===== src/design/voxel_label_border_linker_core_macros.svh =====
// Assertion macros for the voxel label border linker.
// Used by the top level only; no other dependencies.
`ifndef VOXEL_LABEL_BORDER_LINKER_CORE_MACROS_SVH
`define VOXEL_LABEL_BORDER_LINKER_CORE_MACROS_SVH

// same-cycle implication
`define VLBL_ASSERT_IMP(lbl, clk, rstn, ante, cons) \
	lbl: assert property (@(posedge clk) disable iff (!rstn) (ante) |-> (cons)) \
	else $error("vlbl assertion failed");

// next-cycle implication
`define VLBL_ASSERT_NXT(lbl, clk, rstn, ante, cons) \
	lbl: assert property (@(posedge clk) disable iff (!rstn) (ante) |=> (cons)) \
	else $error("vlbl assertion failed");

`endif


===== src/design/vlbl_pkg.sv =====
// Shared constants and the neighbor offset table for the voxel label border linker.
// No dependencies.
package vlbl_pkg;
	localparam int MAX_DIM_DEF = 32;
	localparam int LABEL_MAX   = 15;
	localparam int LBL_W       = 5;
	localparam int MASK_W      = 13;
	localparam int PADDR_W     = 4;
	localparam int NBR_IDX_W   = 4;
	localparam logic [3:0] BUILD_LAST = 4'd6;
	localparam logic [3:0] QUERY_LAST = 4'd13;

	typedef enum logic [1:0] {
		FN_WRITE = 2'd0,
		FN_BUILD = 2'd1,
		FN_QUERY = 2'd2,
		FN_NONE  = 2'd3
	} func_t;

	typedef enum logic [1:0] {
		REG_WIDTH  = 2'd0,
		REG_HEIGHT = 2'd1,
		REG_DEPTH  = 2'd2,
		REG_NONE   = 2'd3
	} reg_idx_t;

	typedef struct packed {
		logic       vld;
		logic [3:0] idx;
	} pend_t;

	// {dx,dy,dz}, 2-bit signed each. Index 0 is the voxel itself.
	// Build: 6-neighbors. Query: index k+1 is the forward neighbor with code k+1.
	function automatic logic [5:0] nbr_off(input logic qry, input logic [3:0] idx);
		logic [5:0] r;
		r = 6'b00_00_00;
		if (!qry) begin
			case (idx)
				4'd1: r = 6'b01_00_00;
				4'd2: r = 6'b11_00_00;
				4'd3: r = 6'b00_01_00;
				4'd4: r = 6'b00_11_00;
				4'd5: r = 6'b00_00_01;
				4'd6: r = 6'b00_00_11;
				default: r = 6'b00_00_00;
			endcase
		end else begin
			case (idx)
				4'd1:  r = 6'b00_00_01;
				4'd2:  r = 6'b00_01_11;
				4'd3:  r = 6'b00_01_00;
				4'd4:  r = 6'b00_01_01;
				4'd5:  r = 6'b01_11_11;
				4'd6:  r = 6'b01_11_00;
				4'd7:  r = 6'b01_11_01;
				4'd8:  r = 6'b01_00_11;
				4'd9:  r = 6'b01_00_00;
				4'd10: r = 6'b01_00_01;
				4'd11: r = 6'b01_01_11;
				4'd12: r = 6'b01_01_00;
				4'd13: r = 6'b01_01_01;
				default: r = 6'b00_00_00;
			endcase
		end
		return r;
	endfunction
endpackage


===== src/design/vlbl_nbr.sv =====
// Neighbor address generator: offset lookup, range check against the volume, address pack.
// Depends on vlbl_pkg.
module vlbl_nbr #(
	parameter int CW = 5,
	parameter int DW = 6
) (
	input  logic [CW-1:0]   x,
	input  logic [CW-1:0]   y,
	input  logic [CW-1:0]   z,
	input  logic [DW-1:0]   w,
	input  logic [DW-1:0]   h,
	input  logic [DW-1:0]   d,
	input  logic            qry,
	input  logic [3:0]      idx,
	output logic            vld,
	output logic [3*CW-1:0] addr
);
	import vlbl_pkg::*;

	logic [5:0]           off;
	logic signed [CW+1:0] nx, ny, nz;

	always_comb begin
		off = nbr_off(qry, idx);
		nx  = $signed({2'b00, x}) + $signed({{CW{off[5]}}, off[5:4]});
		ny  = $signed({2'b00, y}) + $signed({{CW{off[3]}}, off[3:2]});
		nz  = $signed({2'b00, z}) + $signed({{CW{off[1]}}, off[1:0]});
		vld = !nx[CW+1] && !ny[CW+1] && !nz[CW+1]
			&& (int'(nx) < int'(w)) && (int'(ny) < int'(h)) && (int'(nz) < int'(d));
		addr = {nz[CW-1:0], ny[CW-1:0], nx[CW-1:0]};
	end
endmodule


===== config.mk =====
export PLATFORM = sky130hd
export DESIGN_NAME = vlbl_nbr
export DESIGN_NICKNAME = d
export VERILOG_FILES = /design/src/design/voxel_label_border_linker_core_macros.svh /design/src/design/vlbl_pkg.sv /design/src/design/vlbl_nbr.sv
export SDC_FILE = /design/constraint.sdc
export NUM_CORES = 1
export LEC_CHECK = 0
export BUFFER_PORTS_ARGS = -buffer_cell sky130_fd_sc_hd__buf_2
export CAP_MARGIN = 10
export CORE_ASPECT_RATIO = 1.25
export CORE_MARGIN = 2
export CORE_UTILIZATION = 42
export DETAILED_ROUTE_END_ITERATION = 16
export PLACE_DENSITY = 0.74
export SLEW_MARGIN = 15
export SYNTH_ARGS = -nofsm -noshare
export SYNTH_HDL_FRONTEND = slang
export SYNTH_SLANG_ARGS = --single-unit

===== constraint.sdc =====
create_clock -name vclk -period 3.2
set_input_delay 0.16 -clock vclk [all_inputs]
set_output_delay 0.16 -clock vclk [all_outputs]
set_load 0.01 [all_outputs]

==> results of run 1 <==
[critical path, cell delays in order]
cell and delay, ns:
buf_12 0.11, buf_4 0.14, ha_2 0.20, nor2_4 0.13
o41ai_2 0.07, ha_2 0.21, fa_2 0.41, a21oi_2 0.19
nor2b_1 0.08, nor2_1 0.13, xor2_1 0.21, ha_1 0.28
a21o_1 0.17, a22oi_2 0.14, nand4_1 0.14, a2111oi_2 0.28
buf_2 0.18
[what timing repair did]
item,in CTS,in global routing
endpoints found under the setup margin,1,1
gates resized for setup,21,20
pin swaps,14,19
setup buffers,5,6
[path summary, 6_finish.rpt]
path,slack (ns),to,start,depth (start not counted)
worst max-delay path,-0.20,vld,idx[1],17
worst min-delay path,0.66,addr[0],x[0],3
[power groups by stage]
stage | clock network [uW] | logic (uW) | registers (uW)
floorplan | 0 | 190 | 0
global placement | 0 | 308 | 0
detailed placement | 0 | 315 | 0
CTS | 0 | 341 | 0
global route | 0 | 404 | 0
finish | 0 | 362 | 0
[cells in the mapped netlist, drive strengths merged (2+ instances only)]
cell type,number
o21ai,8
buf,3
xor2,10
nand4,4
nor2b,4
a21o,8
a22oi,2
o41ai,2
fa,3
nor3,4
nand2,9
a21oi,17
o21bai,2
xnor2,6
inv,27
nand2b,6
ha,39
nor2,8
[stage by stage]
step,total power (uW),hold slack (ns),instance area [um2]
finish,362,0.655,2080
global route,404,0.680,2080
CTS,341,0.658,1960
detailed placement,315,0.655,1850
global placement,308,0.651,1850
floorplan,190,0.479,1330
[routing by layer]
layer | track usage [%] | share of wire (%)
met1 | 18.0 | 38
met2 | 42.7 | 58
met4 | 0.641 | 0.29
met3 | 0.679 | 3.3
met5 | 0 | 0
[cells by family (layout without fill, tap and decap cells)]
kind of cell,after synthesis,in the layout,synth area share (%)
buffers and inverters,30,123,9.84
AOI/OAI and AO/OA,43,43,21.0
adders and majority gates,42,42,41.8
xor gates and xnor gates,16,16,10.7
and+or+nand+nor,39,39,16.6
[area by class of cell]
cell class                      instances  area (um2)  area share [%]
Inverter                               27         121            5.84
Multi-Input combinational cell        140        1300            62.4
Tap cell                               36        45.0            2.17
Timing Repair Buffer                   96         616            29.6
==> flow_metrics.env, run 1 <==
export IMPL_outcome="finished, violations left"
export IMPL_violations="setup timing"
export IMPL_grt_pass1_wl_mm=5.27
export IMPL_critPathArrivalTime_ns=3.24
export IMPL_cap_violations=0
export IMPL_vias=1469
export IMPL_fin_nets=345
export IMPL_row_count=22
export IMPL_first_pass_iters=4
export IMPL_io_buffer_count=54
export IMPL_ctsHoldBuffers=0
export IMPL_worst_pin_slew_ns=0.349
export IMPL_fin_crit_ns=3.40
export IMPL_fmax_mhz=294
export IMPL_power_density_nw_per_um2=174
export IMPL_p_leak_uw=0.00120
export IMPL_antenna_found_initial=0
export IMPL_final_seq_area_um2=0
export IMPL_grt_max_degree=11
export IMPL_netSwitchingPower_uw=174
export IMPL_drc=0
export IMPL_drv_slew=0
export IMPL_ant_nets=0
export IMPL_layoutNonFillerInstCount=299
export IMPL_pwr_share_seq_pct=0
export IMPL_mostFrequentLayoutCells="buf_2, buf_4, ha_1"
export IMPL_synthTopCellsByArea="ha_1, inv_1, xor2_1, a21oi_1, fa_1"
export IMPL_gr_usage_all_layers_pct=19.0
export IMPL_fillCellCount=252
export IMPL_setup_viol=1
export IMPL_post_drt_via_cell_ratio=4.91
export IMPL_synthCells=170
export IMPL_ir_drop_v=0.000116
export IMPL_synthDistinctLibCells=31
export IMPL_slew_headroom_pct=76.4
export IMPL_p_sw_share_pct=47.9
export IMPL_comb_power_share_pct=100.0
export IMPL_internal_power_uw=189
export IMPL_critPathCaptureType="primary output"
export IMPL_syn_area_um2=1310
export IMPL_die_w_um=54.0
export IMPL_worstPathRequired_ns=3.04
export IMPL_pin_count=54
export IMPL_critPathLaunchType="input pin"
export IMPL_dr_first_iter_drc_count=9
export IMPL_pwr_share_clk_pct=0
export IMPL_wl_per_cell_um=11.5
export IMPL_drive_above_1_share_pct=48.3
export IMPL_die_area_um2=3580
export IMPL_overflow=0
export IMPL_finalCritPeriodShare_pct=106
export IMPL_coreArea_um2=2950
export IMPL_dp_hpwl_mm=2.77
export IMPL_synth_top_area_share_pct=37.2
export IMPL_fin_ws_ns=-0.202
export IMPL_hold_viol=0
export IMPL_insertedDiodeCount=0
export IMPL_rsz0062_at_grt="true"
export IMPL_final_util_pct=70.6
export IMPL_grt_pass1_vias=1406
export IMPL_place_inst=288
export IMPL_post_synth_cell_area_avg_um2=7.71
export IMPL_critical_path_class="in2out"
export IMPL_syn2layout_area_growth_pct=58.6
export IMPL_nFlopsAndLatches=0
export IMPL_seq_area_frac_synth_pct=0
export IMPL_syn_nets=250
export IMPL_initial_utilization_pct=44.5
export IMPL_dp_slack_ns=-0.301
export IMPL_ys_warn_count=0
export IMPL_synth_area_leader_cell="ha_1"
export IMPL_totalWireLength_mm=3.44
export IMPL_path_max_fanout=4
export IMPL_final_common_cell="buf_2"
export IMPL_fin_tns_setup_ns=-0.202
export IMPL_clkbuf_count=0
export IMPL_worstHoldPathType="in2out"
export IMPL_gp_congestion=0.788
export IMPL_fp_dieH_um=66.4
Power figures use the tool's default switching activity.
==> run 2, diff against run 1 <==
--- a/config.mk
+++ b/config.mk
@@ -11,6 +11,7 @@
 export CORE_MARGIN = 2
 export CORE_UTILIZATION = 42
 export DETAILED_ROUTE_END_ITERATION = 16
+export MAX_ROUTING_LAYER = met4
 export PLACE_DENSITY = 0.74
 export SLEW_MARGIN = 15
 export SYNTH_ARGS = -nofsm -noshare
==> run 2 against run 1 <==
Net effect:
- the flow still finishes with violations (setup timing)
- critical path depth did not move
- cell count did not move
- fmax fell by 0.59%
- worst setup slack got worse by 0.020 ns
- cell area did not move
- core utilization did not move
- first-iteration DRC count rose by 11%
- critical endpoint unchanged
- routed wire length rose by 0.26%
- power barely moved
==> flow_metrics.env, run 2 (synthesis results as in run 1) <==
export IMPL_outcome="finished, violations left"
export IMPL_violations="setup timing"
export IMPL_worstHoldPathType="in2out"
export IMPL_pin_count=54
export IMPL_dp_slack_ns=-0.301
export IMPL_ant_nets=0
export IMPL_drive_above_1_share_pct=48.3
export IMPL_met2_usage_pct=42.7
export IMPL_post_drt_via_cell_ratio=4.92
export IMPL_die_w_um=54.0
export IMPL_gp_congestion=0.799
export IMPL_critPathArrivalTime_ns=3.26
export IMPL_drc=0
export IMPL_slowest_delay_ns=0.41
export IMPL_internal_power_uw=189
export IMPL_die_area_um2=3580
export IMPL_fmax_mhz=292
export IMPL_setup_viol=1
export IMPL_totalWireLength_mm=3.45
export IMPL_mostFrequentLayoutCells="buf_2, buf_4, ha_1"
export IMPL_cp_cell_sequence="buf_12 -> buf_4 -> ha_2 -> nor2_4 -> o41ai_2 -> ha_2 -> fa_2 -> a21oi_2 -> nor2b_1 -> nor2_1 -> xor2_1 -> ha_1 -> a21o_1 -> a22oi_2 -> nand4_1 -> a2111oi_2 -> buf_2"
export IMPL_critical_path_class="in2out"
export IMPL_p_total_uw=362
export IMPL_final_common_cell="buf_2"
export IMPL_antenna_found_initial=0
export IMPL_insertedDiodeCount=0
export IMPL_dr_first_iter_drc_count=10
export IMPL_grtUsageMet1_pct=18.0
export IMPL_slew_headroom_pct=76.8
export IMPL_drv_slew=0
export IMPL_nFlopsAndLatches=0
export IMPL_hold_viol=0
export IMPL_grt_max_degree=11
export IMPL_rsz0062_at_grt="true"
export IMPL_fp_dieH_um=66.4
export IMPL_grt_pass1_vias=1406
export IMPL_pwr_share_clk_pct=0
export IMPL_syn2layout_area_growth_pct=58.6
export IMPL_comb_power_share_pct=100.0
export IMPL_coreArea_um2=2950
export IMPL_row_count=22
export IMPL_overflow=0
export IMPL_grt_busiest_layer="met2"
export IMPL_grt_pass1_wl_mm=5.27
export IMPL_dp_hpwl_mm=2.77
export IMPL_path_max_fanout=4
export IMPL_initial_utilization_pct=44.5
export IMPL_wl_per_cell_um=11.5
export IMPL_dpl_instance_area_um2=1850
export IMPL_worst_pin_slew_ns=0.344
export IMPL_vias=1472
export IMPL_first_pass_iters=4
export IMPL_gr_usage_all_layers_pct=19.5
export IMPL_power_density_nw_per_um2=174
export IMPL_fin_area_um2=2080
export IMPL_io_buffer_count=54
export IMPL_final_seq_area_um2=0
export IMPL_p_leak_uw=0.00120
export IMPL_fin_crit_ns=3.42
export IMPL_p_sw_share_pct=47.9
export IMPL_cap_violations=0
export IMPL_fin_tns_setup_ns=-0.222
export IMPL_critPathCaptureType="primary output"
export IMPL_cp_slowest_cell="fa_2"
export IMPL_ir_drop_v=0.000116
export IMPL_clkbuf_count=0
export IMPL_pwr_share_seq_pct=0
export IMPL_final_util_pct=70.6
export IMPL_finalCritPeriodShare_pct=107
export IMPL_critPathLaunchType="input pin"
export IMPL_netSwitchingPower_uw=174
export IMPL_crit_top_cell="ha_2"
export IMPL_met3_usage_pct=0.679
export IMPL_fin_ws_ns=-0.222
export IMPL_worstPathRequired_ns=3.04
export IMPL_fin_nets=345
export IMPL_cpLargestDelayFamily="adder cells"
export IMPL_crit_buf_inv=3
## run 2: what timing repair did
| item | CTS | global route |
|---|---|---|
| resized for setup | 21 | 20 |
| hold buffers | 0 | 0 |
| endpoints found under the setup margin | 1 | 1 |
| gates cloned | 0 | 0 |
| pin swaps | 14 | 19 |
| buffers inserted | 5 | 6 |
## run 2: final cells by class
cell class	instances	area [um2]
Multi-Input combinational cell	140	1300
Fill cell	252	867
Timing Repair Buffer	96	616
Inverter	27	121
Tap cell	36	45.0
## run 2: final timing paths
path,startpoint,endpoint,cells after the start
setup / recovery,idx[1],vld,17
hold / removal,x[0],addr[0],3
## run 2: power groups by stage
stage / clock network (uW) / registers, uW / logic, uW
2_1_floorplan: 0 / 0 / 190
6_report: 0 / 0 / 362
5_1_grt: 0 / 0 / 404
4_1_cts: 0 / 0 / 341
3_3_place_gp: 0 / 0 / 308
3_5_place_dp: 0 / 0 / 315
## run 2: metal layers
layer	vias up	wire length (um)	part of all wire, %
met4	0	10	0.29
met3	2	116	3.4
met5	-	0	0
li1	773	-	-
met1	664	1320	38
met2	33	2000	58
## run 2: through the flow
| step | hold slack, ns | instances |
|---|---|---|
| global placement | 0.651 | 288 |
| global route | 0.680 | 299 |
| finish | 0.656 | 299 |
| floorplan | 0.479 | 170 |
| CTS | 0.658 | 293 |
| detailed placement | 0.655 | 288 |
